[config.mk]
export PLATFORM = sky130hd
export DESIGN_NAME = spi_queue
export DESIGN_NICKNAME = d
export VERILOG_FILES = /design/src/spi_pkg.sv /design/src/spi_queue.sv
export SDC_FILE = /design/constraint.sdc
export NUM_CORES = 1
export LEC_CHECK = 0
export ABC_AREA = 1
export ABC_CLOCK_PERIOD_IN_PS = 7900
export BUFFER_PORTS_ARGS = -buffer_cell sky130_fd_sc_hd__buf_2
export CAP_MARGIN = 0
export CORE_UTILIZATION = 52
export CTS_CLUSTER_DIAMETER = 120
export DETAILED_ROUTE_END_ITERATION = 8
export GPL_ROUTABILITY_DRIVEN = 0
export GPL_TIMING_DRIVEN = 0
export PLACE_DENSITY = 0.74
export SLEW_MARGIN = 20
export SYNTH_ARGS = -nofsm -noshare
export SYNTH_HDL_FRONTEND = slang
export SYNTH_SLANG_ARGS = --single-unit
[constraint.sdc]
create_clock -name clk -period 7.9 [get_ports clk]
set_input_delay 0.395 -clock clk [delete_from_list [all_inputs] [get_ports clk]]
set_output_delay 0.395 -clock clk [all_outputs]
set_load 0.01 [all_outputs]
[src/spi_pkg.sv]
// Shared widths, codes and payload types of the segment/plane block.
package spi_pkg;

  localparam int CW    = 32;            // coordinate width
  localparam int FRAC  = 16;            // coordinate fraction bits
  localparam int THW   = 32;            // parallel threshold width
  localparam int IW    = 3;             // register index width
  localparam int UW    = CW + 1;        // segment direction width
  localparam int PW    = CW + UW;       // one normal-times-direction product
  localparam int DW    = PW + 2;        // sum of three products
  localparam int AW    = DW;            // magnitude of D or N
  localparam int RW    = AW + 2;        // signed divider candidate
  localparam int QDEP  = 4;             // queue depth
  localparam int QPW   = $clog2(QDEP);

  localparam logic [1:0] KIND_HIT   = 2'd0;
  localparam logic [1:0] KIND_DISJ  = 2'd1;
  localparam logic [1:0] KIND_PLANE = 2'd2;

  localparam logic [IW-1:0] REG_ORIGIN_X = 3'd0;
  localparam logic [IW-1:0] REG_ORIGIN_Y = 3'd1;
  localparam logic [IW-1:0] REG_ORIGIN_Z = 3'd2;
  localparam logic [IW-1:0] REG_NORMAL_X = 3'd3;
  localparam logic [IW-1:0] REG_NORMAL_Y = 3'd4;
  localparam logic [IW-1:0] REG_NORMAL_Z = 3'd5;
  localparam logic [IW-1:0] REG_THRESH   = 3'd6;

  typedef logic [CW-1:0] coord_t;

  typedef struct packed {
    coord_t [2:0] st;
    coord_t [2:0] en;
  } seg_t;

  typedef struct packed {
    coord_t [2:0] org;
    coord_t [2:0] nrm;
    logic [THW-1:0] thr;
  } plane_t;

  // One classified segment, as it travels from the front to the back.
  typedef struct packed {
    logic [1:0] kind;
    coord_t [2:0] p1;
    logic [2:0] usgn;
    logic [2:0][UW-1:0] umag;
    logic [AW-1:0] ad;
    logic [AW-1:0] an;
  } job_t;

  // One step of the hit-point divider, three lanes wide.
  typedef struct packed {
    logic [1:0] kind;
    coord_t [2:0] p1;
    logic [2:0] usgn;
    logic [2:0][UW-1:0] umag;
    logic [RW-1:0] an;
    logic [RW-1:0] e1;
    logic [RW-1:0] e2;
    logic [RW-1:0] nad;
    logic [2:0][AW-1:0] r;
    logic [2:0][UW-1:0] q;
  } bst_t;

  typedef struct packed {
    logic [1:0] kind;
    coord_t [2:0] hit;
  } res_t;

endpackage

[src/spi_queue.sv]
// Short queue between the classifying front and the divider back.
module spi_queue import spi_pkg::*; (
  input  logic clk,
  input  logic rst_n,
  input  logic push,
  input  job_t wdata,
  input  logic pop,
  output job_t rdata,
  output logic full,
  output logic empty
);

  job_t           mem_r [QDEP];
  logic [QPW:0]   wp_r, rp_r;

  assign empty = wp_r == rp_r;
  assign full  = (wp_r[QPW] != rp_r[QPW]) && (wp_r[QPW-1:0] == rp_r[QPW-1:0]);
  assign rdata = mem_r[rp_r[QPW-1:0]];

  always_ff @(posedge clk) begin
    if (!rst_n) begin
      wp_r <= '0;
      rp_r <= '0;
    end else begin
      if (push) wp_r <= wp_r + 1'b1;
      if (pop)  rp_r <= rp_r + 1'b1;
    end
  end

  always_ff @(posedge clk) begin
    if (push) mem_r[wp_r[QPW-1:0]] <= wdata;
  end

endmodule

**Word level (Yosys, flattened, before mapping)**

Memories as Yosys holds them, arrays and structs flattened. A register that Yosys moved wholly into a read port is not among the register bits.
Index checks and enable logic that the tools add are counted.

- Muxes and demuxes: 4
- Reductions and logical operators: 1
- Eq/ne operators: 3
- Add/subtract/negate cells: 2

Operators by type and width:

| operator | number |
|---|---|
| 3-bit by 1-bit adder with 3-bit output (second input constant) | 2 |
| 2-bit 2-to-1 mux | 2 |
| 3-bit equality test | 1 |
| 2-bit equality test | 1 |
| 1-bit 2-to-1 mux | 2 |
| 1-bit logical AND | 1 |
| 1-bit inequality test | 1 |

- Memories kept: 1
- Bits in registers: 6
- RAM bits: 1336
- Word-level logic and storage cells: 13
- Input bits: 338

Memories:

| name | depth | bits a word | read ports | clocked after Yosys merged registers in | wr ports | RTL line | source |
|---|---|---|---|---|---|---|---|
| mem_r | 4 | 334 | 1 | 1 | 1 | spi_queue.sv:13 | `job_t mem_r [QDEP];` |

**Longest topological paths before layout**

Gate-level depths: netlist (run 1).

- Depth after elaboration: 3
- Mapped depth: 7
- Depth with buffers taken out: 6

**Least setup slack after synthesis (run 1)**

OpenSTA, ideal clock, no wires.

- Path type: register to register
- From: register wp_r[0]
- To: memory mem_r[2][0] (netlist bit), enable pin
- Setup slack: 0.201 ns
- Arrival time: 7.016 ns
- Cell stages (with the launch flop): 5
- Data required time: 7.217 ns
- Library setup time: 0.683 ns
- Clock period less this slack: 7.699 ns
- Cell sequence: dfxtp_1 -> inv_1 -> ha_1 -> nand2_1 -> inv_1

RTL lines:

| what | RTL line | source |
|---|---|---|
| from (decl) | spi_queue.sv:14 | `logic [QPW:0] wp_r, rp_r;` |
| from (signal assigned) | spi_queue.sv:25 | `if (push) wp_r <= wp_r + 1'b1;` |
| to (decl) | spi_queue.sv:13 |  |

Straight into the memory's write port.

==> reports/results.tsv, run 1 <==
stage	metric	value	unit
worst_setup_path	crit_chain	inv_2 > clkbuf_1 > buf_2 > o211ai_1 > nand2_1 > buf_2	
power	p_switching	3950	uW
clocking	root_buffer	clkbuf_16	
clocking	path_clk_slew	60	ps
clocking	clk_latency	750	ps
synth	syn_area_per_cell	13.5	sq um
power	internal_power	12200	uW
power	p_leak	0.0262	uW
power	swShare	24.4	%
worst_setup_path	crit_path_end_kind	output pin	
grt	use_met1	32.9	%
floorplanning	coreArea	102000	sq um
grt	antenna_found_initial	23	
synth	synth_nets	4294	
clocking	post_cts_buffers	0	
power	peakVddDrop	222	uV
layout	layout-drive-gt1-share	20.4	%
clocking	cts_made_buffers	134	
timing	grt_setup_unrepaired	no	
grt	use_met3	6.72	%
power	finalPower	16200	uW
synth	syn-cell-area	53500	sq um
clocking	cts_resized	0	
synth	yosysWarningCount	0	
synth	ys_top_cells_by_area	edfxtp_1 75%, o211ai_1 9.4%, nand2_1 7.1%	
worst_setup_path	cpPeakStageDelay	760	ps
synth	syn_inst	3951	
grt	grt_start_max_net_pins	90	
synth	synth_top_area_share	75.1	%
timing	finalSetupTns	0	ps
floorplanning	start_util	52.5	%
outcome	status	complete, no violations	
timing	fin_skew	22.1	ps
place	io_buffers	673	
run	max-cap-violations	0	
synth	synth.most_common_cell	edfxtp_1	
routing	wirelength	142000	microns
floorplanning	row_count	117	
timing	finalCritPeriodShare	46.9	%
grt	top_usage_layer	met2	
synth	synth-edff-count	1336	
worst_setup_path	cp.arrival	3310	ps
worst_setup_path	path_class	flip-flop to output pin	
grt	grt_pass1_wl	208000	microns
routing	drc	0	
power	sequentialPowerShare	50.8	%
timing	post-route-min-period	3700	ps
routing	dr_total_vias	35400	
synth	synth_cell_types	17	
routing	wl_per_cell	21.5	microns
floorplanning	io_pins	674	
grt	use_met2	45.1	%
timing	worstMarginPinSlew	947	ps
worst_setup_path	crit_path_top_delay_cell	clkbuf_1	
clocking	cts_tree	yes	
routing	antenna_left	0	
synth	seq_area_frac_synth	75.4	%
clocking	htree_levels	4	
place	dpl.hpwl	87900	microns
power	p_clk_share	37.3	%
synth	yosys-top-cells-count	1336 x edfxtp_1, 1015 x nand2_1, 678 x inv_1, 668 x o211ai_1, 83 x buf_2	
grt	gr-usage-all-layers	26.9	%
timing	max_clock_freq	0.270	GHz
grt	grt_pass1_vias	34800	
routing	first_pass_iters	5	
clocking	cts.sinks	1344	
power	power_density	243	nW/um^2
synth	async_reset_ff_share	0	%
worst_hold_path	min_path_type	input port to flip-flop	
synth	ys_seq_elements	1344	
worst_setup_path	cp_common_cell	buf_2	
routing	first_iter_violations	3021	
floorplanning	die-area	104000	sq um
floorplanning	die_h	323	microns
routing	viasPerCell	5.35	
worst_setup_path	start_kind	flip-flop	
timing	hold_slack	400	ps
power	pwr-share-comb	11.9	%
timing	slew_headroom	36.9	%
clocking	cts_buffer_depth	3	
worst_setup_path	cp.required	7510	ps
worst_setup_path	cp_max_fo	10	
timing	setup_viol	0	
layout	nNetsFinal	5456	
synth	synth_ff_type	edfxtp_1	
synth	yosysTopAreaCell	edfxtp_1	
grt	grt_overflow	0	
layout	area_growth_syn_to_layout	24.6	%
timing	finalHoldViolCount	0	
clocking	cts_hold_buf	337	
floorplanning	die_x	323	microns
timing	maxSlewViolCount	0	
layer usage:
layer | wire length [microns] | up-vias
met1 | 52600 | 17200
met3 | 12600 | 325
met5 | 61 | -
met4 | 6090 | 10
li1 | - | 16200
met2 | 70900 | 1675
metrics by stage:
stage | worst slack (ps) | cells | instance area [sq um] | util, %
final | 4200 | 6615 | 66600 | 65.4
after global routing | 3920 | 6603 | 66600 | 65.3
after CTS | 4010 | 6586 | 66500 | 65.3
after detailed placement | 4850 | 6008 | 59000 | 57.9
after global placement | -4960 | 5992 | 58500 | 57.4
after floorplan | 201 | 3951 | 53500 | -
cells in the final DEF, fill, tap and decap left out, types with 16 or more instances in the layout:
master / Yosys / routed
clkinv_1: 0 / 36
dlygate4sd3_1: 0 / 337
buf_16: 0 / 16
edfxtp_1: 1336 / 1336
buf_2: 83 / 756
clkbuf_16: 0 / 135
o211ai_1: 668 / 668
diode_2: 0 / 29
buf_4: 40 / 40
nand2_1: 1015 / 1015
buf_6: 73 / 73
clkbuf_1: 25 / 56
inv_1: 678 / 674
area by class of cell:
type | count | area [sq um]
plain buffers | 222 | 1650
inverters | 679 | 2580
well taps | 1368 | 1710
multi-input cells | 1706 | 8970
repair buffers | 1026 | 7180
clock inverters | 74 | 654
clock buffers | 167 | 3500
flip-flops and latches | 1344 | 40300
fillers | 6907 | 35300
diodes | 29 | 72.6
state kept, by name, indices dropped and copies added (netlist names), named ones only:
name and count:
wp_r 3, mem_r 1336, rp_r 3
kinds of logic (layout without fill, tap and decap cells):
| group | Yosys count | count (layout) | share of synthesized area (%) |
|---|---|---|---|
| DFF | 1344 | 1344 | 75.4 |
| AOI/OAI and AO/OA | 675 | 675 | 9.45 |
| other | 0 | 29 | 0 |
| and+or+nand+nor | 1024 | 1024 | 7.19 |
| buffers and inverters | 901 | 2168 | 7.86 |
| xor gates and xnor gates | 2 | 2 | 0.0328 |
| adders and majority gates | 5 | 5 | 0.117 |
power by group through the flow:
| stage | registers [uW] | logic (uW) | clock network, uW |
|---|---|---|---|
| finish | 8230 | 1930 | 6050 |
| global placement | 8530 | 1700 | 0 |
| global route | 8240 | 2070 | 6370 |
| floorplan | 8450 | 900 | 0 |
| CTS | 8220 | 1920 | 6090 |
| detailed placement | 8370 | 1760 | 0 |
path summary, 6_finish.rpt:
kind | startpoint | to | slack [ps] | cells after the start
max reg2reg | wp_r[0]$_SDFFE_PN0P_ | mem_r[2][282]$_DFFE_PP_ | 5080 | 7
max | flip-flop | rdata[72] | 4200 | 6
min reg2reg | wp_r[2]$_SDFFE_PN0P_ | wp_r[2]$_SDFFE_PN0P_ | 510 | 2
min | wdata[319] | mem_r[0][319]$_DFFE_PP_ | 400 | 2
critical path: cells and delay by family (launching register included):
family,cells,cell delay [ps]
AND/OR/NAND/NOR,1,340
flip-flops,1,330
buffers and inverters,4,1750
AO/OA/AOI/OAI,1,140
Note: power is estimated with default switching activity, not from simulation.
==> run 2, diff against run 1 <==
--- a/config.mk
+++ b/config.mk
@@ -6,7 +6,7 @@
 export NUM_CORES = 1
 export LEC_CHECK = 0
 export ABC_AREA = 1
-export ABC_CLOCK_PERIOD_IN_PS = 7900
+export ABC_CLOCK_PERIOD_IN_PS = 3700
 export BUFFER_PORTS_ARGS = -buffer_cell sky130_fd_sc_hd__buf_2
 export CAP_MARGIN = 0
 export CORE_UTILIZATION = 52
@@ -14,7 +14,7 @@
 export DETAILED_ROUTE_END_ITERATION = 8
 export GPL_ROUTABILITY_DRIVEN = 0
 export GPL_TIMING_DRIVEN = 0
-export PLACE_DENSITY = 0.74
+export PLACE_DENSITY = 0.71
 export SLEW_MARGIN = 20
 export SYNTH_ARGS = -nofsm -noshare
 export SYNTH_HDL_FRONTEND = slang
==> constraint.sdc (replaced) <==
create_clock -name clk -period 3.7 [get_ports clk]
set_input_delay 0.185 -clock clk [delete_from_list [all_inputs] [get_ports clk]]
set_output_delay 0.185 -clock clk [all_outputs]
set_load 0.01 [all_outputs]
==> reports/results.tsv, run 2 (synthesized netlist as in run 1, its figures left out) <==
stage	metric	value	unit	change
clocking	cts_hold_buf	338		+0.30%
worst_setup_path	path_class	flip-flop to output pin		
routing	wl_per_cell	21.4	microns	-0.37%
routing	drc	0		unchanged
timing	finalCritPeriodShare	88.0	%	
timing	fin_skew	24.6	ps	+2.57 ps
power	sequentialPowerShare	50.5	%	-0.3 points
layout	register_area	40300	sq um	about the same
layout	nNetsFinal	5499		+0.79%
worst_setup_path	cp.arrival	3070	ps	-240 ps
layout	largest_reg_flops	1336		unchanged
floorplanning	coreArea	102000	sq um	unchanged
timing	slew_headroom	38.2	%	+1.4 points
clocking	path_clk_slew	60	ps	about the same
grt	grt_pass1_vias	34700		-0.20%
place	dpl.hpwl	93000	microns	+5.8%
power	p_switching	8400	uW	+110%
timing	maxSlewViolCount	0		unchanged
clocking	clk_latency	750	ps	about the same
layout	fillers	6957		+0.72%
power	peakVddDrop	465	uV	+110%
timing	worstMarginPinSlew	927	ps	-20.3 ps
power	p_leak	0.0265	uW	+1.2%
routing	viasPerCell	5.29		-1.1%
routing	wirelength	143000	microns	+0.34%
power	swShare	24.2	%	-0.24 points
floorplanning	die-area	104000	sq um	unchanged
layout	fin_util	66.2	%	+0.86 points
power	power_density	515	nW/um^2	+110%
clocking	cts_resized	0		unchanged
timing	grt_setup_unrepaired	no		
grt	gr-usage-all-layers	27.0	%	+0.17 points
grt	grt_start_max_net_pins	30		-67%
layout	layout-drive-gt1-share	21.4	%	+0.96 points
power	p_clk_share	37.3	%	about the same
timing	setup_viol	0		unchanged
clocking	cts_buffer_depth	3		unchanged
layout	mostFrequentLayoutCell	edfxtp_1		
floorplanning	die_x	323	microns	unchanged
clocking	root_buffer	clkbuf_16		
place	io_buffers	673		unchanged
power	pwr-share-comb	12.2	%	+0.3 points
place	placed_area	59800	sq um	+1.4%
timing	post-route-min-period	3260	ps	
floorplanning	row_count	117		unchanged
routing	antenna_left	0		unchanged
clocking	htree_levels	4		unchanged
grt	grt_pass1_wl	209000	microns	+0.40%
clocking	cts.sinks	1344		unchanged
worst_hold_path	min_path_type	input port to flip-flop		
floorplanning	start_util	52.5	%	unchanged
timing	finalHoldViolCount	0		unchanged
layout	mostFrequentLayoutCells	1336 x edfxtp_1, 1011 x nand2_1, 756 x buf_2		
layout	area_growth_syn_to_layout	26.2	%	
worst_setup_path	crit_path_end_kind	output pin		
grt	antenna_found_initial	35		+52%
layout	multi_input_area	9020	sq um	+0.56%
grt	grt_overflow	0		unchanged
worst_setup_path	cp.required	3510	ps	-4000 ps
clocking	post_cts_buffers	0		unchanged
layout	final_area	67500	sq um	+1.3%
routing	first_pass_iters	6		+1
timing	max_clock_freq	0.307	GHz	
clocking	cts_made_buffers	136		+1.5%
worst_setup_path	start_kind	flip-flop		
routing	dr_total_vias	35300		-0.38%
run	max-cap-violations	0		unchanged
power	internal_power	26300	uW	+120%
outcome	status	complete, no violations		
floorplanning	die_h	323	microns	unchanged
floorplanning	io_pins	674		unchanged
routing	first_iter_violations	2774		-8.2%
clocking	cts_tree	yes		
worst_setup_path	cp_max_fo	10		unchanged
run 2: changes by cell type in the layout (fill, tap and decap cells not counted), moves of 4 or more:
cell        change
buf_12         +43
clkbuf_16       +7
clkinv_1       -10
clkinvlp_4      +8
diode_2         +6
ha_1            -4
inv_8           -4
nand2_1         -4
nand2_2         +4
run 2: final timing paths:
kind / cells after the start / endpoint / startpoint / slack (ps)
min: 2 / mem_r[0][134]$_DFFE_PP_ / wdata[134] / 180
max reg2reg: 11 / mem_r[0][234]$_DFFE_PP_ / wp_r[1]$_SDFFE_PN0P_ / 800
max: 6 / rdata[71] / flip-flop / 440
min reg2reg: 2 / wp_r[2]$_SDFFE_PN0P_ / wp_r[2]$_SDFFE_PN0P_ / 510
run 2: power by group through the flow:
stage	sequential, uW	combinational (uW)	clock [uW]
floorplan	18000	1930	0
global placement	18100	3650	0
detailed placement	17900	3870	0
CTS	17600	4210	13100
global route	17600	4540	13700
finish	17600	4230	13000
run 2: stage by stage:
stage	power (uW)	std cells	setup TNS [ps]	setup slack, ps	hold slack [ps]
after floorplan	19900	3951	-3102390	-2320	284
after global placement	21800	5992	-8707630	-6630	396
after detailed placement	21700	6048	0	778	399
after CTS	34900	6627	0	203	129
after global routing	35800	6653	0	205	152
final	34700	6662	0	445	178
run 2: critical path: stages, from the launching register on:
cell and delay (ps):
dfxtp_1 340, inv_2 350, clkbuf_1 750, buf_2 450
o211ai_1 140, nand2_1 70, buf_2 230
run 2: routing by layer:
metal | routed length (microns) | global-route usage [%] | part of all wire, % | up-vias
met4 | 6150 | 11.8 | 4.3 | 10
met5 | 57 | 0 | 0.040 | -
met3 | 12300 | 7.35 | 8.6 | 339
li1 | - | - | - | 16300
met1 | 53700 | 33.0 | 38 | 17100
met2 | 70500 | 45.1 | 49 | 1461
run 2: area by class of cell:
type	count	share of cell area (%)
Clock buffer	177	5.46
Inverter	679	3.81
Buffer	222	2.45
Tap cell	1368	2.54
Multi-Input combinational cell	1706	13.4
Sequential cell	1344	59.7
Timing Repair Buffer	1067	11.8
Antenna cell	35	0.130
Clock inverter	64	0.729
